File: config.mk
export PLATFORM = sky130hd
export DESIGN_NAME = tvs_queue
export DESIGN_NICKNAME = d
export VERILOG_FILES = /design/src/design/trilinear_volume_sampler_macros.svh /design/src/design/tvs_pkg.sv /design/src/design/tvs_queue.sv
export SDC_FILE = /design/constraint.sdc
export NUM_CORES = 1
export LEC_CHECK = 0
export BUFFER_PORTS_ARGS = -buffer_cell sky130_fd_sc_hd__buf_2
export CAP_MARGIN = 20
export CORE_MARGIN = 5
export CORE_UTILIZATION = 40
export DETAILED_ROUTE_END_ITERATION = 6
export PLACE_DENSITY = 0.71
export SETUP_SLACK_MARGIN = 0.2
export SLEW_MARGIN = 30
export SYNTH_ARGS = -nofsm -noshare
export SYNTH_HDL_FRONTEND = slang
export SYNTH_SLANG_ARGS = --single-unit
File: constraint.sdc
create_clock -name i_clk -period 11.55 [get_ports i_clk]
set_clock_uncertainty 0.05 [all_clocks]
set_input_delay 3.465 -clock i_clk [delete_from_list [all_inputs] [get_ports i_clk]]
set_output_delay 3.465 -clock i_clk [all_outputs]
set_load 0.05 [all_outputs]
File: src/design/trilinear_volume_sampler_macros.svh
// Assertion macros for the trilinear volume sampler.
// Used by the top level only; the macros expect i_clk and i_rst_n in scope.
`ifndef TRILINEAR_VOLUME_SAMPLER_MACROS_SVH
`define TRILINEAR_VOLUME_SAMPLER_MACROS_SVH

// The consequent must hold in the same cycle as the antecedent.
`define TVS_CHECK(label, ante, cons) \
    label: assert property (@(posedge i_clk) disable iff (!i_rst_n) (ante) |-> (cons)) \
        else $error("trilinear_volume_sampler: same-cycle check failed");

// The consequent must hold in the cycle after the antecedent.
`define TVS_CHECK_NEXT(label, ante, cons) \
    label: assert property (@(posedge i_clk) disable iff (!i_rst_n) (ante) |=> (cons)) \
        else $error("trilinear_volume_sampler: next-cycle check failed");

`endif

File: src/design/tvs_pkg.sv
// Shared constants and types of the trilinear volume sampler.
// No dependencies; used by every module of the block except the generic tvs_ram.
package tvs_pkg;

    localparam int DIM_LIMIT   = 32;
    localparam int STORE_DEPTH = 32768;
    localparam int VOXEL_BITS  = 16;
    localparam int FRAC_BITS   = 8;

    localparam int CFG_W    = 6;
    localparam int CFG_IDX_W = 2;
    localparam int COORD_W  = 16;
    localparam int IN_VAL_W = 16;
    localparam int OUT_W    = 16;
    localparam int SIZE_W   = $clog2(DIM_LIMIT + 1);
    localparam int IDX_W    = $clog2(DIM_LIMIT);
    localparam int ADDR_W   = $clog2(STORE_DEPTH);
    localparam int ROW_W    = $clog2((DIM_LIMIT - 1) * DIM_LIMIT + 1);
    localparam int PLANE_W  = $clog2(DIM_LIMIT * DIM_LIMIT + 1);

    localparam int QUEUE_DEPTH = 2;
    localparam int QPTR_W      = $clog2(QUEUE_DEPTH);
    localparam int QCNT_W      = $clog2(QUEUE_DEPTH + 1);

    localparam logic CMD_WRITE  = 1'b0;
    localparam logic CMD_SAMPLE = 1'b1;

    localparam logic [CFG_IDX_W-1:0] REG_SIZE_X = 2'd0;
    localparam logic [CFG_IDX_W-1:0] REG_SIZE_Y = 2'd1;
    localparam logic [CFG_IDX_W-1:0] REG_SIZE_Z = 2'd2;

    // One job handed from the front end to the back end.
    typedef struct packed {
        logic                  is_sample;
        logic [ADDR_W-1:0]     wr_index;
        logic [VOXEL_BITS-1:0] wr_value;
        logic [IDX_W-1:0]      x0;
        logic [IDX_W-1:0]      x1;
        logic [ROW_W-1:0]      row0;
        logic [ROW_W-1:0]      row1;
        logic [ADDR_W-1:0]     plane0;
        logic [ADDR_W-1:0]     plane1;
        logic [FRAC_BITS-1:0]  fx;
        logic [FRAC_BITS-1:0]  fy;
        logic [FRAC_BITS-1:0]  fz;
    } t_job;

    typedef struct packed {
        logic                  we;
        logic [ADDR_W-1:0]     addr;
        logic [VOXEL_BITS-1:0] wdata;
    } t_ram_req;

    typedef struct packed {
        logic sampling;
        logic res_load;
    } t_back_stat;

endpackage

File: src/design/tvs_queue.sv
// Short job queue between the front end and the back end.
// Depends on tvs_pkg.
module tvs_queue (
    input  logic          i_clk,
    input  logic          i_rst_n,
    input  logic          i_push,
    input  tvs_pkg::t_job i_data,
    output logic          o_ready,
    output logic          o_valid,
    output tvs_pkg::t_job o_data,
    input  logic          i_pop
);

    tvs_pkg::t_job              r_slot [tvs_pkg::QUEUE_DEPTH];
    logic [tvs_pkg::QPTR_W-1:0] r_rd_ptr;
    logic [tvs_pkg::QPTR_W-1:0] r_wr_ptr;
    logic [tvs_pkg::QCNT_W-1:0] r_count;
    logic                       do_push;
    logic                       do_pop;

    function automatic logic [tvs_pkg::QPTR_W-1:0] ptr_inc(
        input logic [tvs_pkg::QPTR_W-1:0] p
    );
        logic [tvs_pkg::QPTR_W-1:0] res;
        if (p == tvs_pkg::QPTR_W'(tvs_pkg::QUEUE_DEPTH - 1)) begin
            res = '0;
        end else begin
            res = p + tvs_pkg::QPTR_W'(1);
        end
        return res;
    endfunction

    assign o_ready = (r_count != tvs_pkg::QCNT_W'(tvs_pkg::QUEUE_DEPTH));
    assign o_valid = (r_count != '0);
    assign o_data  = r_slot[r_rd_ptr];
    assign do_push = i_push && o_ready;
    assign do_pop  = i_pop && o_valid;

    always_ff @(posedge i_clk) begin
        if (!i_rst_n) begin
            r_rd_ptr <= '0;
            r_wr_ptr <= '0;
            r_count  <= '0;
        end else begin
            if (do_push) begin
                r_wr_ptr <= ptr_inc(r_wr_ptr);
            end
            if (do_pop) begin
                r_rd_ptr <= ptr_inc(r_rd_ptr);
            end
            if (do_push && !do_pop) begin
                r_count <= r_count + tvs_pkg::QCNT_W'(1);
            end else if (do_pop && !do_push) begin
                r_count <= r_count - tvs_pkg::QCNT_W'(1);
            end
        end
        if (do_push) begin
            r_slot[r_wr_ptr] <= i_data;
        end
    end

endmodule

==> metrics.cfg <==
[clock_network]
post_cts.repair.setup_buffers=0
cts_buffers=25
postCtsHoldBufs=0
clk_path_buf_depth=3
htree_levels=1
cts.sink_count=237
cts_resized=0
cts.clk_slew.worst_paths_ns=0.06
cts_root_buf=clkbuf_16
worstSkewPairLatency_ns=0.50
cts_tree=yes

[grt]
grt_pass1_vias=4869
grt_max_degree=84
grt_pass1_wl_um=25000
antenna_found_initial=2
track_usage_pct=12.7
grt_overflow=0

[setup_path]
critPathKind=flop to output pin
timing.rr.start=r_count[0]
r2r_cells=3
cpMaxStageDelayCell=dfxtp_4
required_ns=8.04
rrSetupSlack_ns=8.98
reg2reg_to=r_slot[1][56]
startpoint_type=flop
cp-end-kind=output pin
crit_fanout=83
cp.arrival_ns=2.67
max_stage_delay_ns=0.71
crit_chain=buf_6 > mux2_2 > buf_2

[die]
die_h_um=158
dieArea_mm2=0.0250
io_pins=238
row_count=54
core_area_mm2=0.0217
start_util_pct=40.4
die_width_um=158

[timing]
relSlewSlack_pct=40.8
hold_viol_final=0
setup_viol=0
max_freq_ghz=0.162
post-route-period-util_pct=53.5
tightest_slew_ns=0.887
final_max_slew_viol_count=0
min_period_ns=6.18
setup-tns-final_ns=0
timing.final.ws_setup_ns=5.37
rsz0062_at_grt=false

[drt]
wl_um=16800
drcViolationCount=0
firstDrtPassIters=6
vias=4399
wl_per_cell_um=17.9
final_antenna_net_count=0
drt_iter0_markers=216
avgViaCountPerCell=4.69

[layout]
final.fill_count=1745
final_cell_mix=buf_2, edfxtp_1, mux2_2
nets=760
multi_input_area_mm2=0.00160
area_delta_synth_final_pct=26.7
final_common_cell=buf_2
drive_gt1_share_pct=61.0
seq_area_mm2=0.00707

[min_path]
min_from=r_rd_ptr
hold_path_class=flop to flop
whs_path_depth=2

[power_and_ir_drop]
p_seq_share_pct=38.8
power.clock.fraction_pct=28.1
switching_share_pct=35.5
p_int_mw=1.87
comb_power_share_pct=33.1
pwr_density_cell_mw_per_mm2=261
power_switching_mw=1.03
vdd_ir_drop_max_v=0.000201
leakage_nw=4.21

[place]
hpwl_um=11600
io_buffers=237
place_worst_setup_slack_ns=5.86
routabilityCongestion=0.735

[logic_synthesis]
ys_types=21
ys_seq_elements=237
synthCells=385
synth_fp_nets=506
ys_seq_area_share_pct=80.6
syn_area_mm2=0.00877
avgSynthCellArea_um2=22.8
ys.warnings.count=0

[run_status]
status=finished, final reports clean

[run]
max-cap-violations=0

sequential cells by signal, indices dropped and copies added (netlist names), named ones only:
register  count
r_wr_ptr      1
r_rd_ptr      1
r_count       2
r_slot      232
synth_stat cells:
cell type / count / share of area (%)
edfxtp_1: 232 / 79
mux2_2: 76 / 9.8
mux2_4: 40 / 6.8
buf_2: 7 / 0.40
buf_6: 6 / 0.77
dfxtp_1: 5 / 1.1
and2_1: 4 / 0.29
xnor2_1: 2 / 0.20
a21bo_2: 1 / 0.11
a21boi_0: 1 / 0.086
a21boi_1: 1 / 0.086
and3_1: 1 / 0.071
ha_1: 1 / 0.14
inv_1: 1 / 0.043
nand2b_4: 1 / 0.16
nand3b_1: 1 / 0.086
o21ai_0: 1 / 0.057
o21ai_1: 1 / 0.057
or2_2: 1 / 0.071
or3_1: 1 / 0.071
xor2_1: 1 / 0.10
layer usage:
| layer | vias up | GRT usage [%] | share of wire [%] |
|---|---|---|---|
| met5 | - | 0 | 0.042 |
| met4 | 2 | 3.25 | 1.7 |
| met3 | 26 | 4.57 | 9.5 |
| met2 | 159 | 22.7 | 52 |
| met1 | 2163 | 14.5 | 37 |
| li1 | 2049 | - | - |
worst max-delay path by stage:
stage	endpoint	slack, ns	depth (start not counted)
after floorplan	r_slot[1][0]	4.82	1
after global placement	o_data[42]	5.63	3
after detailed placement	o_data[42]	5.86	3
after CTS	o_data[42]	5.33	3
after global routing	o_data[42]	5.23	3
final	o_data[115]	5.37	3
cell families after synthesis:
| kind of cell | synth area share [%] |
|---|---|
| and+or+nand+nor | 0.742 |
| muxes | 16.6 |
| AOI/OAI and AO/OA | 0.400 |
| xor gates and xnor gates | 0.300 |
| buffers and inverters | 1.21 |
| adders and majority gates | 0.143 |
| DFF | 80.6 |
power by group through the flow:
stage / sequential, mW / combinational (mW) / clock, mW
global route: 1.13 / 1.01 / 0.877
global placement: 1.14 / 0.961 / 0
finish: 1.12 / 0.960 / 0.814
floorplan: 1.12 / 0.802 / 0
detailed placement: 1.14 / 0.971 / 0
CTS: 1.13 / 0.974 / 0.834
critical path, delay by kind of cell, from the launching register on:
| family | cells | cell delay [ns] |
|---|---|---|
| buffers and inverters | 2 | 0.88 |
| flip-flops | 1 | 0.71 |
| multiplexers | 1 | 0.43 |
final cells by class:
class / count / share of cell area (%)
tap: 280 / 3.15
clock inverter: 12 / 1.52
clock buffer: 33 / 6.26
sequential: 237 / 63.7
antenna: 1 / 0.0225
multi-input combinational: 134 / 14.4
timing repair buffer: 240 / 10.9
inverter: 1 / 0.0563
through the flow:
stage | instances | instance area, um2 | utilization [%] | power, mW | hold slack, ns
5_1_grt | 938 | 11100 | 51.2 | 3.02 | 0.542
3_5_place_dp | 892 | 10200 | 47.2 | 2.11 | 0.506
4_1_cts | 937 | 11100 | 51.2 | 2.93 | 0.519
2_1_floorplan | 385 | 8770 | - | 1.93 | 0.462
3_3_place_gp | 892 | 10200 | 47.2 | 2.10 | 0.477
6_report | 938 | 11100 | 51.2 | 2.90 | 0.522
Power figures use the tool's default switching activity.
