### src/design/trilinear_volume_sampler_macros.svh
// Assertion macros for the trilinear volume sampler.
// Used by the top level only; the macros expect i_clk and i_rst_n in scope.
`ifndef TRILINEAR_VOLUME_SAMPLER_MACROS_SVH
`define TRILINEAR_VOLUME_SAMPLER_MACROS_SVH

// The consequent must hold in the same cycle as the antecedent.
`define TVS_CHECK(label, ante, cons) \
    label: assert property (@(posedge i_clk) disable iff (!i_rst_n) (ante) |-> (cons)) \
        else $error("trilinear_volume_sampler: same-cycle check failed");

// The consequent must hold in the cycle after the antecedent.
`define TVS_CHECK_NEXT(label, ante, cons) \
    label: assert property (@(posedge i_clk) disable iff (!i_rst_n) (ante) |=> (cons)) \
        else $error("trilinear_volume_sampler: next-cycle check failed");

`endif

### src/design/tvs_pkg.sv
// Shared constants and types of the trilinear volume sampler.
// No dependencies; used by every module of the block except the generic tvs_ram.
package tvs_pkg;

    localparam int DIM_LIMIT   = 32;
    localparam int STORE_DEPTH = 32768;
    localparam int VOXEL_BITS  = 16;
    localparam int FRAC_BITS   = 8;

    localparam int CFG_W    = 6;
    localparam int CFG_IDX_W = 2;
    localparam int COORD_W  = 16;
    localparam int IN_VAL_W = 16;
    localparam int OUT_W    = 16;
    localparam int SIZE_W   = $clog2(DIM_LIMIT + 1);
    localparam int IDX_W    = $clog2(DIM_LIMIT);
    localparam int ADDR_W   = $clog2(STORE_DEPTH);
    localparam int ROW_W    = $clog2((DIM_LIMIT - 1) * DIM_LIMIT + 1);
    localparam int PLANE_W  = $clog2(DIM_LIMIT * DIM_LIMIT + 1);

    localparam int QUEUE_DEPTH = 2;
    localparam int QPTR_W      = $clog2(QUEUE_DEPTH);
    localparam int QCNT_W      = $clog2(QUEUE_DEPTH + 1);

    localparam logic CMD_WRITE  = 1'b0;
    localparam logic CMD_SAMPLE = 1'b1;

    localparam logic [CFG_IDX_W-1:0] REG_SIZE_X = 2'd0;
    localparam logic [CFG_IDX_W-1:0] REG_SIZE_Y = 2'd1;
    localparam logic [CFG_IDX_W-1:0] REG_SIZE_Z = 2'd2;

    // One job handed from the front end to the back end.
    typedef struct packed {
        logic                  is_sample;
        logic [ADDR_W-1:0]     wr_index;
        logic [VOXEL_BITS-1:0] wr_value;
        logic [IDX_W-1:0]      x0;
        logic [IDX_W-1:0]      x1;
        logic [ROW_W-1:0]      row0;
        logic [ROW_W-1:0]      row1;
        logic [ADDR_W-1:0]     plane0;
        logic [ADDR_W-1:0]     plane1;
        logic [FRAC_BITS-1:0]  fx;
        logic [FRAC_BITS-1:0]  fy;
        logic [FRAC_BITS-1:0]  fz;
    } t_job;

    typedef struct packed {
        logic                  we;
        logic [ADDR_W-1:0]     addr;
        logic [VOXEL_BITS-1:0] wdata;
    } t_ram_req;

    typedef struct packed {
        logic sampling;
        logic res_load;
    } t_back_stat;

endpackage

### src/design/tvs_front.sv
// Front end: takes input items, clamps sample coordinates and forms the
// row and plane base addresses. Depends on tvs_pkg.
module tvs_front (
    input  logic                          i_clk,
    input  logic                          i_rst_n,
    input  logic                          i_push,
    output logic                          o_full,
    input  logic                          i_command,
    input  logic [tvs_pkg::ADDR_W-1:0]    i_voxel_index,
    input  logic signed [tvs_pkg::IN_VAL_W-1:0] i_voxel_value,
    input  logic signed [tvs_pkg::COORD_W-1:0]  i_coord_x,
    input  logic signed [tvs_pkg::COORD_W-1:0]  i_coord_y,
    input  logic signed [tvs_pkg::COORD_W-1:0]  i_coord_z,
    input  logic [tvs_pkg::CFG_W-1:0]     i_size_x,
    input  logic [tvs_pkg::CFG_W-1:0]     i_size_y,
    input  logic [tvs_pkg::CFG_W-1:0]     i_size_z,
    output logic                          o_q_push,
    output tvs_pkg::t_job                 o_job,
    input  logic                          i_q_ready
);

    localparam int CL_W = tvs_pkg::IDX_W + tvs_pkg::FRAC_BITS;

    typedef struct packed {
        logic [tvs_pkg::IDX_W-1:0]     i0;
        logic [tvs_pkg::IDX_W-1:0]     i1;
        logic [tvs_pkg::FRAC_BITS-1:0] f;
    } t_axis;

    typedef struct packed {
        logic                               is_sample;
        logic [tvs_pkg::ADDR_W-1:0]         wr_index;
        logic [tvs_pkg::VOXEL_BITS-1:0]     wr_value;
        t_axis                              ax;
        t_axis                              ay;
        t_axis                              az;
        logic [tvs_pkg::SIZE_W-1:0]         sx;
        logic [tvs_pkg::PLANE_W-1:0]        plane_stride;
    } t_pre;

    function automatic logic [tvs_pkg::SIZE_W-1:0] eff_size(
        input logic [tvs_pkg::CFG_W-1:0] reg_val
    );
        logic [tvs_pkg::SIZE_W-1:0] res;
        if (reg_val == '0) begin
            res = tvs_pkg::SIZE_W'(1);
        end else if (reg_val > tvs_pkg::CFG_W'(tvs_pkg::DIM_LIMIT)) begin
            res = tvs_pkg::SIZE_W'(tvs_pkg::DIM_LIMIT);
        end else begin
            res = tvs_pkg::SIZE_W'(reg_val);
        end
        return res;
    endfunction

    // Clamp to 0 .. (size-1) in fixed point, then split into index and fraction.
    function automatic t_axis clamp_axis(
        input logic signed [tvs_pkg::COORD_W-1:0] coord,
        input logic [tvs_pkg::SIZE_W-1:0]         size
    );
        t_axis                        res;
        logic [tvs_pkg::IDX_W-1:0]    last;
        logic [CL_W-1:0]              hi;
        logic [CL_W-1:0]              cl;
        logic [tvs_pkg::SIZE_W-1:0]   next;
        last = tvs_pkg::IDX_W'(size - tvs_pkg::SIZE_W'(1));
        hi   = {last, {tvs_pkg::FRAC_BITS{1'b0}}};
        if (coord[tvs_pkg::COORD_W-1]) begin
            cl = '0;
        end else if (coord[tvs_pkg::COORD_W-2:0] > (tvs_pkg::COORD_W-1)'(hi)) begin
            cl = hi;
        end else begin
            cl = coord[CL_W-1:0];
        end
        res.i0 = cl[CL_W-1:tvs_pkg::FRAC_BITS];
        res.f  = cl[tvs_pkg::FRAC_BITS-1:0];
        next   = tvs_pkg::SIZE_W'(res.i0) + tvs_pkg::SIZE_W'(1);
        res.i1 = (next < size) ? tvs_pkg::IDX_W'(next) : res.i0;
        return res;
    endfunction

    logic                       r_a_valid;
    t_pre                       r_a;
    logic                       accept;
    logic [tvs_pkg::SIZE_W-1:0] sx;
    logic [tvs_pkg::SIZE_W-1:0] sy;
    logic [tvs_pkg::SIZE_W-1:0] sz;
    logic [2*tvs_pkg::SIZE_W-1:0]                 stride_full;
    logic [tvs_pkg::IDX_W+tvs_pkg::SIZE_W-1:0]    row0_full;
    logic [tvs_pkg::IDX_W+tvs_pkg::SIZE_W-1:0]    row1_full;
    logic [tvs_pkg::IDX_W+tvs_pkg::PLANE_W-1:0]   plane0_full;
    logic [tvs_pkg::IDX_W+tvs_pkg::PLANE_W-1:0]   plane1_full;

    assign sx = eff_size(i_size_x);
    assign sy = eff_size(i_size_y);
    assign sz = eff_size(i_size_z);
    assign stride_full = sx * sy;

    assign o_full = r_a_valid && !i_q_ready;
    assign accept = i_push && !o_full;

    always_ff @(posedge i_clk) begin
        if (!i_rst_n) begin
            r_a_valid <= 1'b0;
        end else if (accept) begin
            r_a_valid <= 1'b1;
        end else if (i_q_ready) begin
            r_a_valid <= 1'b0;
        end
        if (accept) begin
            r_a.is_sample    <= (i_command == tvs_pkg::CMD_SAMPLE);
            r_a.wr_index     <= i_voxel_index;
            r_a.wr_value     <= tvs_pkg::VOXEL_BITS'(i_voxel_value);
            r_a.ax           <= clamp_axis(i_coord_x, sx);
            r_a.ay           <= clamp_axis(i_coord_y, sy);
            r_a.az           <= clamp_axis(i_coord_z, sz);
            r_a.sx           <= sx;
            r_a.plane_stride <= stride_full[tvs_pkg::PLANE_W-1:0];
        end
    end

    // Base addresses of the two rows and two planes around the sample.
    assign row0_full   = r_a.ay.i0 * r_a.sx;
    assign row1_full   = r_a.ay.i1 * r_a.sx;
    assign plane0_full = r_a.az.i0 * r_a.plane_stride;
    assign plane1_full = r_a.az.i1 * r_a.plane_stride;

    assign o_q_push = r_a_valid;

    always_comb begin
        o_job.is_sample = r_a.is_sample;
        o_job.wr_index  = r_a.wr_index;
        o_job.wr_value  = r_a.wr_value;
        o_job.x0        = r_a.ax.i0;
        o_job.x1        = r_a.ax.i1;
        o_job.row0      = row0_full[tvs_pkg::ROW_W-1:0];
        o_job.row1      = row1_full[tvs_pkg::ROW_W-1:0];
        o_job.plane0    = plane0_full[tvs_pkg::ADDR_W-1:0];
        o_job.plane1    = plane1_full[tvs_pkg::ADDR_W-1:0];
        o_job.fx        = r_a.ax.f;
        o_job.fy        = r_a.ay.f;
        o_job.fz        = r_a.az.f;
    end

endmodule

### config.mk
export PLATFORM = sky130hd
export DESIGN_NAME = tvs_front
export DESIGN_NICKNAME = d
export VERILOG_FILES = /design/src/design/trilinear_volume_sampler_macros.svh /design/src/design/tvs_pkg.sv /design/src/design/tvs_front.sv
export SDC_FILE = /design/constraint.sdc
export NUM_CORES = 1
export LEC_CHECK = 0
export BUFFER_PORTS_ARGS = -buffer_cell sky130_fd_sc_hd__buf_2
export CELL_PAD_IN_SITES_DETAIL_PLACEMENT = 0
export CELL_PAD_IN_SITES_GLOBAL_PLACEMENT = 1
export CORE_ASPECT_RATIO = 0.8
export CORE_UTILIZATION = 44
export DETAILED_ROUTE_END_ITERATION = 16
export PLACE_DENSITY_LB_ADDON = 0.1
export SETUP_SLACK_MARGIN = 0.15
export SLEW_MARGIN = 25
export SYNTH_ARGS = -nofsm -noshare
export SYNTH_HDL_FRONTEND = slang
export SYNTH_SLANG_ARGS = --single-unit
### constraint.sdc
create_clock -name i_clk -period 7.56 [get_ports i_clk]
set_clock_uncertainty 0.2 [all_clocks]
set_input_delay 0 -clock i_clk [delete_from_list [all_inputs] [get_ports i_clk]]
set_output_delay 0 -clock i_clk [all_outputs]
set_load 0.1 [all_outputs]
==> key figures <==
Outcome
  • Run status: finished, final reports clean

STA
  • Fin crit share: 83.0%
  • Peak Freq: 159 MHz
  • Final min period: 6.27 ns
  • RSZ-0062 raised after global routing: false
  • Max Slew Vio Count: 0
  • Setup tns final: 0 ns
  • Relative slew slack: 35.7%
  • Tightest Pin Transition: 0.965 ns
  • Final setup violation count: 0
  • Hold Worst Slack: 0.0211 ns
  • Fin. Hold Viols: 0

Yosys
  • Synthesized net count: 1487
  • Commonest cells in the netlist: 137 x ha_1, 137 x inv_1, 134 x nand2_1
  • Sequential area share after synthesis: 27.6%
  • Distinct cells, synth: 59
  • EDFF count, synth: 103
  • Syn avg cell area: 9.74 µm²
  • Mapped cell area: 11300 µm²
  • Top post-synthesis cells by area: edfxtp_1 27%, fa_1 16%, ha_1 15%, and2_1 5.8%, inv_1 4.6%
  • Post-synthesis register bit count: 104
  • Yosys top cell by area: edfxtp_1
  • Synthesis Warnings: 0
  • Predominant post-synthesis flop cell: edfxtp_1
  • Syn Inst Count: 1158
  • Synth top area share: 27.4%
  • Async SR Flop Fraction: 0%

Detailed routing
  • Vias: 8322
  • DR pass1 iterations: 5
  • Final ANT Viol Nets: 0
  • Routed wire length: 24800 µm
  • Top sig layer: met4
  • Met2 WL: 10500 µm
  • 1st-iter DRT viols: 370
  • Average wire per standard cell: 14.6 µm
  • Wire length on met3: 1450 µm
  • DR vias/cell: 4.90
  • Drt drc: 0
  • Met1 Wirelength: 12800 µm

GRT
  • Number of global-route vias before repair: 8404
  • First-pass GRT wire length: 41700 µm
  • Initial antenna violation count: 0
  • Pin count of the biggest net entering global routing: 73
  • Total congestion overflow: 0
  • Global Route Usage Sum: 19.5%

Layout
  • Area of the multi-input gates: 7020 µm²
  • Sequential cell area: 3110 µm²
  • NumNets Final: 1698
  • Share of layout cells above drive strength 1: 18.5%
  • Synth-to-layout area growth: 17.7%
  • Design area: 13300 µm²
  • Diodes inserted: 0
  • FILL cells: 2331

Clock tree
  • Clock-pin slew on the worst setup and hold paths: 0.08 ns
  • CTS resizes: 0
  • # H-tree levels: 3
  • CTS buffer count: 9
  • Clk root buf: clkbuf_16
  • Postcts setup bufs: 0
  • CTS tree: built
  • Hold-fix buffers, CTS: 81
  • CTS Buffer Depth: 2
  • CTS Sinks: 104
  • Clock Latency Late Sink: 0.34 ns

Power
  • Leakage: 0.00654 µW
  • Peak VDD IR: 0.000427 V
  • Pwr dens: 309 nW/µm²

Worst setup path
  • Crit path buf inv count: 4
  • CP arrival: 6.18 ns
  • CP peak stage delay: 0.59 ns
  • CP endpoint kind: register
  • Delay-heaviest family, CP: compound AO/OA/AOI/OAI gates
  • Critical path type: primary input to register
  • Most common cell on crit path: ha_1
  • Startpoint types: primary input
  • Slowest CP cell: dlygate4sd3_1
  • Worst-path fanout max: 13
  • CP required: 7.47 ns

Flow run
  • Max_cap viols: 0

Place
  • Placement Cell Area: 12200 µm²
  • Port Buffers: 219
  • Hpwl dp: 19100 µm
  • Placer Congestion: 0.799

Floorplan
  • Die X: 181 µm
  • Rows: 52
  • Starting Density: 44.7%
  • Top Ports: 220
  • Die area: 26300 µm²
  • Die H: 145 µm
  • Core box area: 25200 µm²

Hold path
  • Worst Hold Class: primary input to register
[layer usage]
layer | GRT usage [%] | vias up
met1 | 28.6 | 3943
met4 | 2.54 | 0
met5 | 0 | -
met2 | 29.8 | 194
met3 | 4.74 | 10
li1 | - | 4175
[registers in the layout (all words and copies together) (netlist names)]
signal / flops
o_q_push: 1
r_a: 37
o_job: 66
[cell type report]
type | instances | share of cell area [%]
Sequential cell | 104 | 23.5
Multi-Input combinational cell | 814 | 52.9
Clock inverter | 6 | 0.471
Inverter | 139 | 3.93
Clock buffer | 10 | 1.73
Timing Repair Buffer | 301 | 14.4
Tap cell | 324 | 3.06
[logic make-up after synthesis]
logic type                 after synthesis  share of synthesized area (%)
and+or+nand+nor                        384                           17.1
muxes                                    8                          0.766
buffers and inverters                  240                           10.2
adders and majority gates              227                           31.2
AOI/OAI and AO/OA                      118                           7.10
DFF                                    104                           27.6
xor gates and xnor gates                77                           5.98
[through the flow]
step	setup slack, ns	instances	utilization (%)	power [µW]
after floorplan	0.841	1158	-	3220
after global placement	2.01	1601	48.2	3610
after detailed placement	1.85	1601	48.2	3620
after CTS	1.30	1698	52.5	4140
after global routing	0.884	1698	52.6	4340
final	1.29	1698	52.6	4100
[worst reg2reg max path: stages (launching register included)]
cell and delay, ns:
dfxtp_1 0.32, nor2b_1 0.17, nor2b_4 0.70, buf_4 0.87
[where the power goes]
group	switching (µW)	total, µW	internal (µW)
clock	239	473	233
combinational	2220	2880	656
sequential	60.1	755	694
total	2520	4100	1580
[final timing paths]
kind                        endpoint  cells after the start  slack [ns]                   from
max              o_job[75]$_DFFE_PP_                     26        1.29            i_size_x[1]
min          o_job[22]$_SDFFCE_PP0P_                      2        0.02                 i_push
max reg2reg        r_a[15]$_DFFE_PP_                      3        4.87  o_q_push$_SDFFE_PN0P_
min reg2reg  o_job[22]$_SDFFCE_PP0P_                      2        0.88  o_q_push$_SDFFE_PN0P_
[layout by cell type (no fill, tap or decap), types with 5 or more instances in the layout]
cell type	count
buf_2	219
inv_1	137
ha_1	137
nand2_1	134
and2_1	104
edfxtp_1	103
fa_1	90
dlygate4sd3_1	81
nor2_1	58
xnor2_1	55
a21oi_1	35
xor2_1	22
o21ai_0	21
nor2b_1	16
nand3_1	14
a211oi_1	13
a21o_1	13
nor3_1	11
o21a_1	9
clkbuf_16	9
nor4_1	8
or3_1	8
o21bai_1	5
(Power assumes the default switching activity.)
