--- src/design/trilinear_volume_sampler_macros.svh ---
// Assertion macros for the trilinear volume sampler.
// Used by the top level only; the macros expect i_clk and i_rst_n in scope.
`ifndef TRILINEAR_VOLUME_SAMPLER_MACROS_SVH
`define TRILINEAR_VOLUME_SAMPLER_MACROS_SVH

// The consequent must hold in the same cycle as the antecedent.
`define TVS_CHECK(label, ante, cons) \
    label: assert property (@(posedge i_clk) disable iff (!i_rst_n) (ante) |-> (cons)) \
        else $error("trilinear_volume_sampler: same-cycle check failed");

// The consequent must hold in the cycle after the antecedent.
`define TVS_CHECK_NEXT(label, ante, cons) \
    label: assert property (@(posedge i_clk) disable iff (!i_rst_n) (ante) |=> (cons)) \
        else $error("trilinear_volume_sampler: next-cycle check failed");

`endif

--- src/design/tvs_pkg.sv ---
// Shared constants and types of the trilinear volume sampler.
// No dependencies; used by every module of the block except the generic tvs_ram.
package tvs_pkg;

    localparam int DIM_LIMIT   = 32;
    localparam int STORE_DEPTH = 32768;
    localparam int VOXEL_BITS  = 16;
    localparam int FRAC_BITS   = 8;

    localparam int CFG_W    = 6;
    localparam int CFG_IDX_W = 2;
    localparam int COORD_W  = 16;
    localparam int IN_VAL_W = 16;
    localparam int OUT_W    = 16;
    localparam int SIZE_W   = $clog2(DIM_LIMIT + 1);
    localparam int IDX_W    = $clog2(DIM_LIMIT);
    localparam int ADDR_W   = $clog2(STORE_DEPTH);
    localparam int ROW_W    = $clog2((DIM_LIMIT - 1) * DIM_LIMIT + 1);
    localparam int PLANE_W  = $clog2(DIM_LIMIT * DIM_LIMIT + 1);

    localparam int QUEUE_DEPTH = 2;
    localparam int QPTR_W      = $clog2(QUEUE_DEPTH);
    localparam int QCNT_W      = $clog2(QUEUE_DEPTH + 1);

    localparam logic CMD_WRITE  = 1'b0;
    localparam logic CMD_SAMPLE = 1'b1;

    localparam logic [CFG_IDX_W-1:0] REG_SIZE_X = 2'd0;
    localparam logic [CFG_IDX_W-1:0] REG_SIZE_Y = 2'd1;
    localparam logic [CFG_IDX_W-1:0] REG_SIZE_Z = 2'd2;

    // One job handed from the front end to the back end.
    typedef struct packed {
        logic                  is_sample;
        logic [ADDR_W-1:0]     wr_index;
        logic [VOXEL_BITS-1:0] wr_value;
        logic [IDX_W-1:0]      x0;
        logic [IDX_W-1:0]      x1;
        logic [ROW_W-1:0]      row0;
        logic [ROW_W-1:0]      row1;
        logic [ADDR_W-1:0]     plane0;
        logic [ADDR_W-1:0]     plane1;
        logic [FRAC_BITS-1:0]  fx;
        logic [FRAC_BITS-1:0]  fy;
        logic [FRAC_BITS-1:0]  fz;
    } t_job;

    typedef struct packed {
        logic                  we;
        logic [ADDR_W-1:0]     addr;
        logic [VOXEL_BITS-1:0] wdata;
    } t_ram_req;

    typedef struct packed {
        logic sampling;
        logic res_load;
    } t_back_stat;

endpackage

--- src/design/tvs_back.sv ---
// Back end: carries out voxel writes, reads the eight neighbors of a sample
// and blends them with one shared blender. Depends on tvs_pkg.
module tvs_back (
    input  logic                               i_clk,
    input  logic                               i_rst_n,
    input  logic                               i_q_valid,
    input  tvs_pkg::t_job                      i_q_data,
    output logic                               o_q_pop,
    output tvs_pkg::t_ram_req                  o_ram_req,
    input  logic [tvs_pkg::VOXEL_BITS-1:0]     i_rdata,
    output logic                               o_out_valid,
    output logic signed [tvs_pkg::OUT_W-1:0]   o_sample_value,
    input  logic                               i_out_pop,
    output tvs_pkg::t_back_stat                o_stat
);

    localparam int VB = tvs_pkg::VOXEL_BITS;
    localparam int FB = tvs_pkg::FRAC_BITS;
    localparam int PROD_W = VB + 1 + FB + 1;
    localparam int SUM_W  = PROD_W + 1;

    typedef enum logic [2:0] {
        ST_IDLE,
        ST_READ,
        ST_DRAIN,
        ST_Y0,
        ST_Y1,
        ST_Z
    } t_state;

    // a*(2^F - f) + b*f rewritten as a*2^F + (b - a)*f, then a floor shift.
    function automatic logic signed [VB-1:0] blend(
        input logic signed [VB-1:0] a,
        input logic signed [VB-1:0] b,
        input logic [FB-1:0]        f
    );
        logic signed [VB:0]      diff;
        logic signed [PROD_W-1:0] prod;
        logic signed [SUM_W-1:0]  sum;
        diff = (VB+1)'(b) - (VB+1)'(a);
        prod = diff * $signed({1'b0, f});
        sum  = (SUM_W'(a) <<< FB) + SUM_W'(prod);
        return sum[FB+VB-1:FB];
    endfunction

    t_state                    r_state,    n_state;
    tvs_pkg::t_job             r_job,      n_job;
    logic [2:0]                r_k,        n_k;
    logic                      r_rvalid,   n_rvalid;
    logic [2:0]                r_rk,       n_rk;
    logic signed [VB-1:0]      r_lo,       n_lo;
    logic signed [VB-1:0]      r_c [4];
    logic signed [VB-1:0]      n_c [4];
    logic signed [VB-1:0]      r_c0,       n_c0;
    logic signed [VB-1:0]      r_c1,       n_c1;
    logic                      r_out_valid, n_out_valid;
    logic signed [VB-1:0]      r_out,      n_out;

    logic signed [VB-1:0]      bl_a;
    logic signed [VB-1:0]      bl_b;
    logic [FB-1:0]             bl_f;
    logic signed [VB-1:0]      bl_res;
    logic [tvs_pkg::ADDR_W-1:0] rd_addr;
    logic                      res_load;

    // Neighbor k: bit 0 picks the upper x, bit 1 the upper y, bit 2 the upper z.
    always_comb begin
        rd_addr = (r_k[2] ? r_job.plane1 : r_job.plane0)
                + tvs_pkg::ADDR_W'(r_k[1] ? r_job.row1 : r_job.row0)
                + tvs_pkg::ADDR_W'(r_k[0] ? r_job.x1 : r_job.x0);
    end

    always_comb begin
        bl_a = r_lo;
        bl_b = $signed(i_rdata);
        bl_f = r_job.fx;
        case (r_state)
            ST_Y0: begin
                bl_a = r_c[0];
                bl_b = r_c[1];
                bl_f = r_job.fy;
            end
            ST_Y1: begin
                bl_a = r_c[2];
                bl_b = r_c[3];
                bl_f = r_job.fy;
            end
            ST_Z: begin
                bl_a = r_c0;
                bl_b = r_c1;
                bl_f = r_job.fz;
            end
            default: begin
            end
        endcase
    end

    assign bl_res = blend(bl_a, bl_b, bl_f);

    always_comb begin
        n_state     = r_state;
        n_job       = r_job;
        n_k         = r_k;
        n_rvalid    = 1'b0;
        n_rk        = r_k;
        n_lo        = r_lo;
        n_c         = r_c;
        n_c0        = r_c0;
        n_c1        = r_c1;
        n_out_valid = r_out_valid && !i_out_pop;
        n_out       = r_out;
        o_q_pop     = 1'b0;
        o_ram_req   = '{we: 1'b0, addr: rd_addr, wdata: i_q_data.wr_value};
        res_load    = 1'b0;

        // Read data for neighbor r_rk arrives in the cycle after its read.
        if (r_rvalid) begin
            if (!r_rk[0]) begin
                n_lo = $signed(i_rdata);
            end else begin
                n_c[r_rk[2:1]] = bl_res;
            end
        end

        case (r_state)
            ST_IDLE: begin
                if (i_q_valid) begin
                    o_q_pop = 1'b1;
                    if (i_q_data.is_sample) begin
                        n_job   = i_q_data;
                        n_k     = '0;
                        n_state = ST_READ;
                    end else begin
                        o_ram_req.we   = 1'b1;
                        o_ram_req.addr = i_q_data.wr_index;
                    end
                end
            end
            ST_READ: begin
                n_rvalid = 1'b1;
                n_k      = r_k + 3'd1;
                if (r_k == 3'd7) begin
                    n_state = ST_DRAIN;
                end
            end
            ST_DRAIN: begin
                n_state = ST_Y0;
            end
            ST_Y0: begin
                n_c0    = bl_res;
                n_state = ST_Y1;
            end
            ST_Y1: begin
                n_c1    = bl_res;
                n_state = ST_Z;
            end
            ST_Z: begin
                if (!r_out_valid || i_out_pop) begin
                    res_load    = 1'b1;
                    n_out       = bl_res;
                    n_out_valid = 1'b1;
                    n_state     = ST_IDLE;
                end
            end
            default: begin
                n_state = ST_IDLE;
            end
        endcase
    end

    always_ff @(posedge i_clk) begin
        if (!i_rst_n) begin
            r_state     <= ST_IDLE;
            r_k         <= '0;
            r_rvalid    <= 1'b0;
            r_out_valid <= 1'b0;
        end else begin
            r_state     <= n_state;
            r_k         <= n_k;
            r_rvalid    <= n_rvalid;
            r_out_valid <= n_out_valid;
        end
        r_job <= n_job;
        r_rk  <= n_rk;
        r_lo  <= n_lo;
        r_c   <= n_c;
        r_c0  <= n_c0;
        r_c1  <= n_c1;
        r_out <= n_out;
    end

    assign o_out_valid     = r_out_valid;
    assign o_sample_value  = tvs_pkg::OUT_W'(r_out);
    assign o_stat.sampling = (r_state != ST_IDLE);
    assign o_stat.res_load = res_load;

endmodule

--- config.mk ---
export PLATFORM = sky130hd
export DESIGN_NAME = tvs_back
export DESIGN_NICKNAME = d
export VERILOG_FILES = /design/src/design/trilinear_volume_sampler_macros.svh /design/src/design/tvs_pkg.sv /design/src/design/tvs_back.sv
export SDC_FILE = /design/constraint.sdc
export NUM_CORES = 1
export LEC_CHECK = 0
export BUFFER_PORTS_ARGS = -buffer_cell sky130_fd_sc_hd__clkbuf_2
export CORE_ASPECT_RATIO = 0.9
export CORE_MARGIN = 2
export CORE_UTILIZATION = 60
export CTS_BUF_LIST = sky130_fd_sc_hd__clkbuf_4 sky130_fd_sc_hd__clkbuf_8
export CTS_CLUSTER_SIZE = 25
export DETAILED_ROUTE_END_ITERATION = 12
export PLACE_DENSITY = 0.82
export SKIP_CTS_REPAIR_TIMING = 1
export SLEW_MARGIN = 10
export SYNTH_ARGS = -nofsm -noshare
export SYNTH_HDL_FRONTEND = slang
export SYNTH_SLANG_ARGS = --single-unit
--- constraint.sdc ---
create_clock -name i_clk -period 21.2 [get_ports i_clk]
set_input_delay 1.06 -clock i_clk [delete_from_list [all_inputs] [get_ports i_clk]]
set_output_delay 1.06 -clock i_clk [all_outputs]
set_load 0.02 [all_outputs]
==> results of run 1 <==
-- cell usage in the layout (no fill, tap or decap), drive strengths merged, types with 19 or more instances in the layout --
cell / count
nor2b: 19
nor2: 87
inv: 166
fa: 124
a21oi: 53
mux2: 23
clkbuf: 197
ha: 78
mux2i: 34
nand2: 132
xnor2: 37
edfxtp: 212
o221a: 21
o21ai: 24
-- cells by family (layout without fill, tap and decap cells) --
logic type | after synthesis | count (layout) | synth area share
muxes | 57 | 57 | 0.0409
buffers and inverters | 222 | 393 | 0.0625
DFF | 223 | 223 | 0.449
xor gates and xnor gates | 52 | 52 | 0.0311
AOI/OAI and AO/OA | 172 | 172 | 0.0875
and+or+nand+nor | 303 | 303 | 0.0929
adders and majority gates | 202 | 202 | 0.236
-- area by class of cell --
class / instances / area, um^2
fillers: 1672 / 7780
multi-input cells: 786 / 7180
flip-flops and latches: 223 / 6590
repair buffers: 166 / 858
inverters: 168 / 636
clock buffers: 42 / 534
well taps: 308 / 385
clock inverters: 17 / 160
-- layer usage --
metal  routed length, um  vias up  part of all wire
met3                2160       57             0.068
met2               15000      366              0.47
met4                 652        0             0.021
met1               13900     4780              0.44
li1                    -     4495                 -
met5                   0        -                 0
-- through the flow --
step | setup slack (ps) | cells
5_1_grt | 10000 | 1710
3_5_place_dp | 10960 | 1651
6_report | 10790 | 1710
3_3_place_gp | 11420 | 1651
2_1_floorplan | 12990 | 1231
4_1_cts | 10920 | 1710
-- worst max-delay path, delay by kind of cell, from the launching register on --
family | cells | cell delay (ps)
fa+ha+maj | 7 | 3300
compound gates | 13 | 2870
simple gates | 6 | 1880
xor+xnor | 2 | 1030
flops | 1 | 840
buf+inv | 3 | 170
-- flip-flops by register name, indices dropped and copies added, names as in the netlist --
signal          count
o_out_valid         1
r_rvalid            1
r_rk                3
r_c1               16
o_sample_value     16
r_c0               16
n_rk                3
r_state             3
r_job              84
r_c                64
r_lo               16
-- how the worst max path moves through the flow --
stage / startpoint / end / slack [ps] / depth (start not counted)
after floorplan: r_state[1] / o_sample_value[15] / 12990 / 34
after global placement: r_state[1] / o_sample_value[15] / 11420 / 33
after detailed placement: r_state[1] / o_sample_value[15] / 10960 / 31
after CTS: r_state[1] / r_c1[15] / 10920 / 31
after global routing: r_state[1] / r_c1[15] / 10000 / 31
final: r_state[1] / r_c1[15] / 10790 / 31
==> impl_metrics.ini, run 1 <==
[sta]
fin_tns_setup_ps = 0
max_freq_mhz = 96.0
slew_violations = 0
rsz0062_at_grt = false
slew_headroom = 0.268
worstMarginPinSlew_ps = 1100
holdWs_ps = 547
finalSetupViolCount = 0
fin_crit_ps = 10410
clock_skew_ps = 33.2
period_share = 0.491
final_hold_viol_count = 0

[clock_network]
clock_sinks = 223
clkTransAtPathRegs_ps = 70
cts_buffers = 34
insertion_delay_ps = 520
cts_root_buffer = clkbuf_8
cts_buffer_depth = 3
h-tree-depth = 2
cts_tree = yes

[final_layout]
nets = 1717
final_util = 0.677
antenna_cells = 0
area_growth_pct = 11.5
drive_gt1_frac = 0.210
fin_area_um2 = 16300

[drt]
drc_errors = 0
avgViaCountPerCell = 5.67
routedWlPerCell_um = 18.5
wl_um = 31600
drt_iter0_markers = 882
num_vias = 9698
antenna_left = 0
firstDrtPassIters = 5

[synthesis]
ys.flop_type = edfxtp_1
synth_common_cells = edfxtp_1, inv_1, nand2_1, fa_1, nor2_1
syn_nets = 1569
synth_area_leaders = edfxtp_1, fa_1, ha_1
seq_area_frac_synth = 0.449
ys_types = 70
ys_ff_latch = 223
synthArstFlopShare = 0
ys_warn_count = 0
synth-edff-count = 212
synth.avg_cell_area_um2 = 11.9
synthMostInstantiatedCell = edfxtp_1
syn_inst = 1231
synth.top_cell.area_share = 0.434
synth_top_area_cell = edfxtp_1
synth_area_um2 = 14700

[setup_path]
crit_required_ps = 21410
critPathSlowestCell = dfxtp_1
cp.arrival_ps = 10620
rrSetupSlack_ps = 10790
slowest_delay_ps = 840
r2r_start = r_state[1]
endpoint_kind = flop
reg2reg_depth = 31
r2r_end = r_c1[15]
critPathLaunchType = flop
cp_max_fo = 29
critical_path_class = flop to flop
crit_path_frequent_cell = fa_1

[min_path]
hold_depth = 0
hp-class = flop to flop
hp-start = n_rk[0]
min_to = r_rk[0]

[outcome]
status = finished clean

[grt]
use_met1 = 0.369
met2_usage = 0.403
grtUsageMet3 = 0.0460
grt_pass1_wl_um = 51300
antenna_found_initial = 0
grtUsageTotal = 0.254
grt_pass1_vias = 9853
grt_remaining_overflow = 0
grt_busiest_layer = met2
grt_max_degree = 85

[placement]
place_congestion = 0.895
place.detailed.hpwl_um = 24300
dpl_cell_area_um2 = 15600
io_buffers = 155

[floorplanning]
core_area_um2 = 24100
die_h_um = 152
ios = 188
die_w_um = 169
start_util = 0.608
die_area_um2 = 25700
rows = 54

[run]
cap_viol_max_count = 0
Power of run 1 is left out: the tool's default activity adds up to more than one toggle a clock period on the data nets, which glitch-free logic cannot reach.
==> run 2: changes to the inputs <==
==> constraint.sdc (replaced) <==
create_clock -name i_clk -period 10.8 [get_ports i_clk]
set_input_delay 0.54 -clock i_clk [delete_from_list [all_inputs] [get_ports i_clk]]
set_output_delay 0.54 -clock i_clk [all_outputs]
set_load 0.02 [all_outputs]
==> run 2 against run 1 <==
Net effect: hold slack worse by 340 ps; critical path depth is the same; non-clock buffer count is 2 higher; worst setup slack lost 9600 ps.
==> impl_metrics.ini, run 2 (same netlist as run 1, synthesis figures left out) <==
[outcome]
status = finished clean

[placement]
place.detailed.hpwl_um = 24400
io_buffers = 155
dpl_cell_area_um2 = 15700
dp_slack_ps = 1310
place_congestion = 0.893

[sta]
worst_slack_ps = 1170
worstMarginPinSlew_ps = 1080
final_hold_viol_count = 0
slew_headroom = 0.278
rsz0062_at_grt = false
clock_skew_ps = 21.4
period_share = 0.892
finalSetupViolCount = 0
fin_crit_ps = 9630
max_freq_mhz = 104
fin_tns_setup_ps = 0
slew_violations = 0

[floorplanning]
ios = 188
rows = 54
die_area_um2 = 25700
die_h_um = 152
die_w_um = 169
core_area_um2 = 24100
start_util = 0.608

[clock_network]
cts_root_buffer = clkbuf_8
insertion_delay_ps = 500
cts_buffer_depth = 3
cts_buffers = 35
clkTransAtPathRegs_ps = 70
h-tree-depth = 2
cts_tree = yes
clock_sinks = 223

[drt]
wl_um = 32000
drc_errors = 0
routedWlPerCell_um = 18.7
firstDrtPassIters = 6
avgViaCountPerCell = 5.73
drt_iter0_markers = 810
antenna_left = 0
num_vias = 9826

[final_layout]
final-seq-area_um2 = 6590
antenna_cells = 0
nets = 1720
largest_registers = r_job (84), r_c (64)
largest_register = r_job
largest_register_ffs = 84
fin_area_um2 = 16400
n_fill_cell = 1685
final_common_cell = edfxtp_1
area_growth_pct = 11.8
drive_gt1_frac = 0.210
layout_common_cells = edfxtp_1, inv_1, clkbuf_2
multi_input_area_um2 = 7180

[grt]
antenna_found_initial = 0
grt_remaining_overflow = 0
grt_max_degree = 85
grt_pass1_wl_um = 51500
grtUsageTotal = 0.256
grt_pass1_vias = 9949

[setup_path]
slowest_delay_ps = 780
critPathLaunchType = flop
critPathTopFamily = adder cells
crit_required_ps = 11020
cp_max_fo = 29
endpoint_kind = flop
cp.arrival_ps = 9860
critical_path_class = flop to flop
cp_num_buf_inv = 3
critPathSlowestCell = nand2_1
crit_path_frequent_cell = fa_1

[min_path]
hp-class = primary input to flop

[run]
cap_viol_max_count = 0
run 2: cell count changes in the layout (fill, tap and decap cells not counted), sizes merged:
cell	before	now
buf	11	13
clkbuf	197	199
clkinvlp	2	3
run 2: per-stage QoR:
step	hold slack, ps	util	cells
floorplan	354	-	1231
global placement	540	0.649	1653
detailed placement	542	0.649	1653
CTS	180	0.680	1715
global route	176	0.680	1715
finish	206	0.680	1715
run 2: layout make-up:
type                    instances  share of cell area
repair buffers                168              0.0533
clock inverters                18              0.0102
well taps                     308              0.0235
inverters                     168              0.0388
clock buffers                  44              0.0343
flip-flops and latches        223               0.402
multi-input cells             786               0.438
run 2: layer usage:
metal | global-route usage | vias up | share of wire
li1 | - | 4510 | -
met1 | 0.366 | 4818 | 0.42
met2 | 0.408 | 438 | 0.48
met3 | 0.0468 | 60 | 0.081
met4 | 0.0731 | 0 | 0.023
met5 | 0 | - | 0
run 2: worst paths after layout:
| check | startpoint | slack (ps) | endpoint | cells after the start |
|---|---|---|---|---|
| setup / recovery | r_state[1] | 1170 | o_sample_value[15] | 31 |
| hold / removal | i_q_data[40] | 210 | r_job[40] | 1 |
| setup reg to reg | r_state[1] | 1170 | o_sample_value[15] | 31 |
| hold reg to reg | o_out_valid | 560 | o_out_valid | 2 |
Power of run 2 is left out for the same reason.
==> run 3: changes to the inputs <==
--- a/config.mk
+++ b/config.mk
@@ -8,11 +8,10 @@
 export BUFFER_PORTS_ARGS = -buffer_cell sky130_fd_sc_hd__clkbuf_2
 export CORE_ASPECT_RATIO = 0.9
 export CORE_MARGIN = 2
-export CORE_UTILIZATION = 60
+export CORE_UTILIZATION = 45
 export CTS_BUF_LIST = sky130_fd_sc_hd__clkbuf_4 sky130_fd_sc_hd__clkbuf_8
 export CTS_CLUSTER_SIZE = 25
 export DETAILED_ROUTE_END_ITERATION = 12
-export PLACE_DENSITY = 0.82
 export SKIP_CTS_REPAIR_TIMING = 1
 export SLEW_MARGIN = 10
 export SYNTH_ARGS = -nofsm -noshare
==> run 3 against run 2 <==
Net effect: sequential share of layout area shrank 0.43 points; hold slack worse by 29 ps; clock skew up 11 ps; via count is 3.1% lower; routed wire length up 4.9%; worst setup slack lost 300 ps; die area rose by 32%; final area is 1.1% higher; register-to-register slack got worse by 300 ps; first-iteration DRC count decreased by 15%; critical endpoint unchanged.
==> impl_metrics.ini, run 3 (same netlist as run 1, synthesis figures left out) <==
[clock_network]
cts_root_buffer = clkbuf_8
cts_buffer_depth = 3
cts_buffers = 38
clock_sinks = 223
clkTransAtPathRegs_ps = 60
insertion_delay_ps = 550
cts_tree = yes
h-tree-depth = 2

[sta]
rsz0062_at_grt = false
clock_skew_ps = 32.3
final_hold_viol_count = 0
worstMarginPinSlew_ps = 1090
worst_slack_ps = 866
max_freq_mhz = 101
finalSetupViolCount = 0
fin_crit_ps = 9930
slew_headroom = 0.273
fin_tns_setup_ps = 0
slew_violations = 0
period_share = 0.920

[final_layout]
n_fill_cell = 2829
layout_common_cells = edfxtp_1, inv_1, clkbuf_2
largest_registers = r_job (84), r_c (64)
nets = 1721
antenna_cells = 0
area_growth_pct = 13.0
largest_register = r_job
instances_no_fill = 1829
final_util = 0.518
final_common_cell = edfxtp_1
largest_register_ffs = 84
drive_gt1_frac = 0.211

[drt]
drt_iter0_markers = 686
routedWlPerCell_um = 18.4
drc_errors = 0
wl_um = 33600
firstDrtPassIters = 5
avgViaCountPerCell = 5.21
num_vias = 9526
antenna_left = 0

[setup_path]
critPathSlowestCell = dfxtp_1
critPathLaunchType = flop
crit_required_ps = 11050
endpoint_kind = flop
cp_max_fo = 29
cp.arrival_ps = 10180
crit_path_frequent_cell = fa_1
critical_path_class = flop to flop
slowest_delay_ps = 800

[placement]
place_congestion = 0.834
dp_slack_ps = 956
io_buffers = 155
dp_cells = 1759
place.detailed.hpwl_um = 25600

[run]
cap_viol_max_count = 0

[outcome]
status = finished clean

[floorplanning]
ios = 188
start_util = 0.459
die_area_um2 = 34000
core_area_um2 = 32000
rows = 62
die_w_um = 194
die_h_um = 175

[grt]
grt_pass1_vias = 9855
grtUsageTotal = 0.205
grt_pass1_wl_um = 54400
grt_remaining_overflow = 0
grt_max_degree = 85
antenna_found_initial = 0

[min_path]
hp-class = primary input to flop
[run 3: worst paths after layout]
kind           startpoint  slack [ps]            endpoint  depth (start not counted)
max            r_state[1]         870  o_sample_value[15]                         31
min          i_q_data[33]         180           r_job[33]                          1
max reg2reg    r_state[1]         870  o_sample_value[15]                         31
min reg2reg   o_out_valid         530         o_out_valid                          2
[run 3: metrics by stage]
step	area [um^2]	hold WS, ps
finish	16600	177
global route	16600	146
CTS	16600	147
detailed placement	15800	527
global placement	15800	531
floorplan	14700	354
[run 3: area by class of cell]
class	count	area (um^2)	share of cell area
Clock buffer	49	606	0.0365
Inverter	168	636	0.0384
Clock inverter	21	164	0.00989
Sequential cell	223	6590	0.398
Multi-Input combinational cell	786	7200	0.434
Timing Repair Buffer	166	858	0.0518
Tap cell	416	520	0.0314
[run 3: layer usage]
| layer | GRT usage | wire, um | up-vias |
|---|---|---|---|
| met4 | 0.0584 | 746 | 0 |
| met3 | 0.0280 | 1720 | 58 |
| li1 | - | - | 4526 |
| met5 | 0 | 0 | - |
| met2 | 0.307 | 14800 | 269 |
| met1 | 0.312 | 16300 | 4673 |
[run 3: worst max-delay path: cells and delay by family (launching register included)]
family / cells / cell delay [ps]
adder cells (fa/ha/maj): 7 / 3350
AO/OA/AOI/OAI: 13 / 2800
flip-flops: 1 / 800
XOR/XNOR: 2 / 1050
AND/OR/NAND/NOR: 5 / 1120
buffers and inverters: 4 / 510
Power of run 3 is left out for the same reason.
